<file path="config.mk">
export PLATFORM = sky130hd
export DESIGN_NAME = dps_ctrl
export DESIGN_NICKNAME = d
export VERILOG_FILES = /design/src/sv/dps_pkg.sv /design/src/sv/dps_ctrl.sv
export SDC_FILE = /design/constraint.sdc
export NUM_CORES = 1
export LEC_CHECK = 0
export BUFFER_PORTS_ARGS = -buffer_cell sky130_fd_sc_hd__buf_2
export CORE_AREA = 5 5 42 44
export DETAILED_ROUTE_END_ITERATION = 10
export DIE_AREA = 0 0 47 49
export PLACE_DENSITY_LB_ADDON = 0.12
export SLEW_MARGIN = 10
export SYNTH_ARGS = -nofsm -noshare
export SYNTH_HDL_FRONTEND = slang
export SYNTH_SLANG_ARGS = --single-unit
</file>
<file path="constraint.sdc">
create_clock -name clock -period 3.1 [get_ports clock]
set_input_delay 0.62 -clock clock [delete_from_list [all_inputs] [get_ports clock]]
set_output_delay 0.62 -clock clock [all_outputs]
set_load 0.05 [all_outputs]
</file>
<file path="src/sv/dps_pkg.sv">
`timescale 1ns / 1ps
package dps_pkg;

   localparam int MAX_SAMPLES_DEF = 1024;
   localparam int SAMPLE_BITS_DEF = 32;

   // operation codes
   localparam logic OP_ADD    = 1'b0;
   localparam logic OP_FINISH = 1'b1;

   typedef struct packed {
      logic        operation;
      logic [31:0] sample;
   } req_type;

   typedef struct packed {
      logic [10:0] sample_total;
      logic [31:0] mean_value;
      logic [31:0] min_value;
      logic [31:0] median_value;
      logic [31:0] p95_value;
      logic [31:0] p99_value;
      logic [31:0] max_value;
      logic        overflowed;
   } rsp_type;

   typedef enum logic [3:0] {
      S_IDLE,
      S_LOAD,
      S_CAND,
      S_SCAN,
      S_WAIT,
      S_CHECK,
      S_DIV,
      S_FINISH,
      S_OUT
   } state_type;

   // controller to datapath
   typedef struct packed {
      logic store;
      logic rd_cand;
      logic latch_cand;
      logic rd_scan;
      logic check;
      logic div_start;
      logic div_step;
      logic finish;
   } cmd_type;

   // datapath to controller
   typedef struct packed {
      logic empty;
      logic scan_last;
      logic cand_last;
      logic div_last;
   } status_type;

endpackage

</file>
<file path="src/sv/dps_ctrl.sv">
`timescale 1ns / 1ps
module dps_ctrl (
   input  logic                clock,
   input  logic                reset,
   input  logic                req_valid,
   input  logic                req_op,
   output logic                req_stall,
   output logic                rsp_valid,
   input  logic                rsp_stall,
   output dps_pkg::cmd_type    cmd,
   input  dps_pkg::status_type status
);
   import dps_pkg::*;

   state_type state_ff, state_in;

   always_ff @(posedge clock) begin
      if (reset) begin
         state_ff <= S_IDLE;
      end else begin
         state_ff <= state_in;
      end
   end

   // next state and commands
   always_comb begin
      state_in  = state_ff;
      cmd       = '0;
      req_stall = 1'b1;
      rsp_valid = 1'b0;
      case (state_ff)
         S_IDLE: begin
            req_stall = 1'b0;
            if (req_valid) begin
               if (req_op == OP_ADD) begin
                  cmd.store = 1'b1;
               end else begin
                  state_in = status.empty ? S_FINISH : S_LOAD;
               end
            end
         end
         S_LOAD: begin
            cmd.rd_cand = 1'b1;
            state_in    = S_CAND;
         end
         S_CAND: begin
            cmd.latch_cand = 1'b1;
            state_in       = S_SCAN;
         end
         S_SCAN: begin
            cmd.rd_scan = 1'b1;
            if (status.scan_last) begin
               state_in = S_WAIT;
            end
         end
         S_WAIT: begin
            state_in = S_CHECK;
         end
         S_CHECK: begin
            cmd.check = 1'b1;
            if (status.cand_last) begin
               cmd.div_start = 1'b1;
               state_in      = S_DIV;
            end else begin
               state_in = S_LOAD;
            end
         end
         S_DIV: begin
            cmd.div_step = 1'b1;
            if (status.div_last) begin
               state_in = S_FINISH;
            end
         end
         S_FINISH: begin
            cmd.finish = 1'b1;
            state_in   = S_OUT;
         end
         S_OUT: begin
            rsp_valid = 1'b1;
            if (!rsp_stall) begin
               state_in = S_IDLE;
            end
         end
         default: begin
            state_in = S_IDLE;
         end
      endcase
   end

endmodule

</file>
==> summary.txt <==
Synth
  – Mapped Nets: 58
  – Mapped Area: 368 um^2
  – Register area share after synthesis: 21.8%
  – Yosys top cell area share: 21.8%
  – Post-synth EDFFs: 0
  – Post-synth top area cell: dfxtp_1
  – Synth warn: 0
  – Synth Instances: 49
  – Syn_area_per_cell: 7.51 um^2
  – Yosys reg bits: 4
  – Synth Flop Type: dfxtp_1
  – Synth top cells by count: nand2b_1 (6), nor2_1 (5), dfxtp_1 (4), nand2_1 (4)
  – Netlist cell types: 23
  – Most frequent cell after synthesis: nand2b_1
  – Async SR Flop Fraction: 0%
  – Main area contributors after synthesis: dfxtp_1 (22%), nand2b_1 (10%), mux2i_1 (8.2%)

Timing
  – Worst Tran Pin Value: 0.399 ns
  – Hold Vio Cnt, Final: 0
  – Minimum clock period: 2.34 ns
  – Slew headroom: 73.3%
  – # setup viols final: 0
  – Final Max Tran Viols: 0
  – Post-Route Skew: 0.00272 ns
  – Fmax: 428 MHz
  – Final Cycle Share: 75.4%
  – PnR worst setup slack: 0.761 ns
  – WHS: 0.598 ns
  – Final TNS setup: 0 ns
  – RSZ-0062 raised after global routing: false

Clock network
  – Clk sink count: 4
  – CTS tree: yes
  – Htree depth: 1
  – Setup bufs post-CTS: 0
  – Clock slew at reported path FFs: 0.04 ns
  – Clock Latency Late Sink: 0.25 ns
  – Cts bufs inserted: 3
  – Post-CTS Hold Fix Bufs: 0
  – PostCTS Resize Cnt: 0
  – Root buffer cell: clkbuf_4
  – Clk buf depth: 2

Global route
  – Global route hottest layer: met2
  – First-pass GRT wire length: 1500 um
  – M2 GR Usage: 14.0%
  – Congestion Overflow GR: 0
  – GR Util met1: 10.1%
  – Vias in the first global route: 378
  – GR Util met3: 1.11%
  – Total Routing Usage GR: 9.08%
  – Pin count of the biggest net entering global routing: 14
  – Initial antenna violation count: 0

Setup path
  – Critical path class: reg2out
  – R2r startpoint: state_ff[2]
  – R2r setup slk: 1.53 ns
  – R2R depth: 4
  – CP required: 2.48 ns
  – Largest fanout on the critical path: 13
  – Reg-to-reg critical path endpoint: state_ff[1]
  – CP Launch Type: register
  – Worst Setup End Kind: output pin
  – Arrival time at the worst endpoint: 1.72 ns
  – Cell Chain, Critical Path: or4_4, nor3b_1, buf_2
  – Worst path slowest cell: or4_4
  – Max stage delay on crit path: 0.56 ns

Die
  – Die Area: 0.00230 mm^2
  – Area of the core: 0.00140 mm^2
  – Ports: 19
  – Die height: 49 um
  – Chip Width: 47 um
  – # rows: 14
  – Starting Density: 26.3%

Cells and area
  – Biggest register: state_ff
  – # diodes: 0
  – Final core occ: 34.9%
  – Regs by FF count: state_ff: 4 flops
  – FILL cells: 159
  – Number of flip-flops under the largest register name: 4
  – Net count reported at finish: 78
  – Layout cells sized above 1: 35.8%
  – P&R area growth vs syn: 33.0%

Hold path
  – Hold Startpoint: reset
  – Min-delay worst type: in2reg
  – WHS Endpoint: state_ff[3]
  – Worst hold path depth: 2

Place
  – I/O Buffers: 18
  – Pre-CTS setup slack: 1.02 ns
  – RD Place Congestion: 0.727
  – DP HPWL: 757 um

Pwr
  – Flop pwr share: 23.6%
  – Max rail drop VDD: 0.000416 V
  – Cell Int Power: 0.000230 W
  – Power density cells: 1070 mW/mm^2
  – Gate power share: 63.0%
  – Leakage power: 0.231 nW
  – Clk pwr share: 13.5%
  – Sw Ratio: 56.1%
  – Net Switching: 0.000294 W

Status
  – Outcome: finished clean

Drt
  – Final ANT Viol Nets: 0
  – Detailed-route via count: 391
  – DR vias/cell: 4.71
  – Drt wl/cell: 11.7 um
  – Drt pass-1 iters: 4
  – 1st-iter DRT viols: 4
  – DRC: 0
  – Routed WL: 971 um

Flow run
  – Max Cap Violations: 0
[layout make-up]
cell class	count	area [um^2]	share of cell area (%)
Tap cell	16	20.0	4.09
Inverter	3	11.3	2.30
Timing Repair Buffer	18	90.1	18.4
Sequential cell	4	80.1	16.4
Clock buffer	3	22.5	4.60
Multi-Input combinational cell	39	265	54.2
[cell families (layout without fill, tap and decap cells)]
kind of cell | Yosys count | in the layout | synth area share, %
AOI/OAI and AO/OA | 8 | 8 | 19.1
DFF | 4 | 4 | 21.8
muxes | 3 | 3 | 8.16
and+or+nand+nor | 28 | 28 | 44.9
buffers and inverters | 6 | 24 | 6.12
[cells in the final DEF, fill, tap and decap left out, types with 2 or more instances in the layout]
master	netlist	layout
nor2_1	5	5
o21ai_0	2	2
clkbuf_4	0	3
nand2b_1	6	6
nor3_1	3	3
buf_2	0	18
dfxtp_1	4	4
a21oi_1	2	2
nand2_1	4	4
nor3b_1	3	3
mux2i_1	3	3
inv_1	3	3
[metrics by stage]
step                instances  cell area (um^2)  power, W
floorplan                  49               368  0.000397
global placement           80               467  0.000459
detailed placement         80               467  0.000457
CTS                        83               489  0.000527
global route               83               489  0.000560
finish                     83               489  0.000525
[worst max path at each step]
stage / slack (ns) / start / cells after the start / endpoint
after detailed placement: 1.02 / state_ff[2] / 3 / cmd[7]
after floorplan: 0.23 / state_ff[3] / 2 / cmd[7]
after CTS: 0.75 / state_ff[2] / 3 / cmd[7]
after global placement: 1.04 / state_ff[2] / 3 / cmd[7]
final: 0.76 / state_ff[2] / 3 / cmd[7]
after global routing: 0.70 / state_ff[2] / 3 / cmd[7]
[routing by layer]
metal / vias to the layer above / share of wire [%]
li1: 207 / -
met1: 169 / 45
met2: 12 / 47
met3: 3 / 5.1
met4: 0 / 2.7
met5: - / 0
[power by group through the flow]
| stage | clock network [W] | registers (W) | logic (W) |
|---|---|---|---|
| 5_1_grt | 0.0000714 | 0.000130 | 0.000359 |
| 6_report | 0.0000706 | 0.000124 | 0.000330 |
| 3_5_place_dp | 0 | 0.000124 | 0.000333 |
| 3_3_place_gp | 0 | 0.000124 | 0.000336 |
| 2_1_floorplan | 0 | 0.0000828 | 0.000314 |
| 4_1_cts | 0.0000706 | 0.000123 | 0.000334 |
[worst max-delay path: cells and delay by family, from the launching register on]
family	cells	cell delay [ns]
AND/OR/NAND/NOR	2	0.76
flip-flops	1	0.42
buffers and inverters	1	0.29
Power figures use the tool's default switching activity.
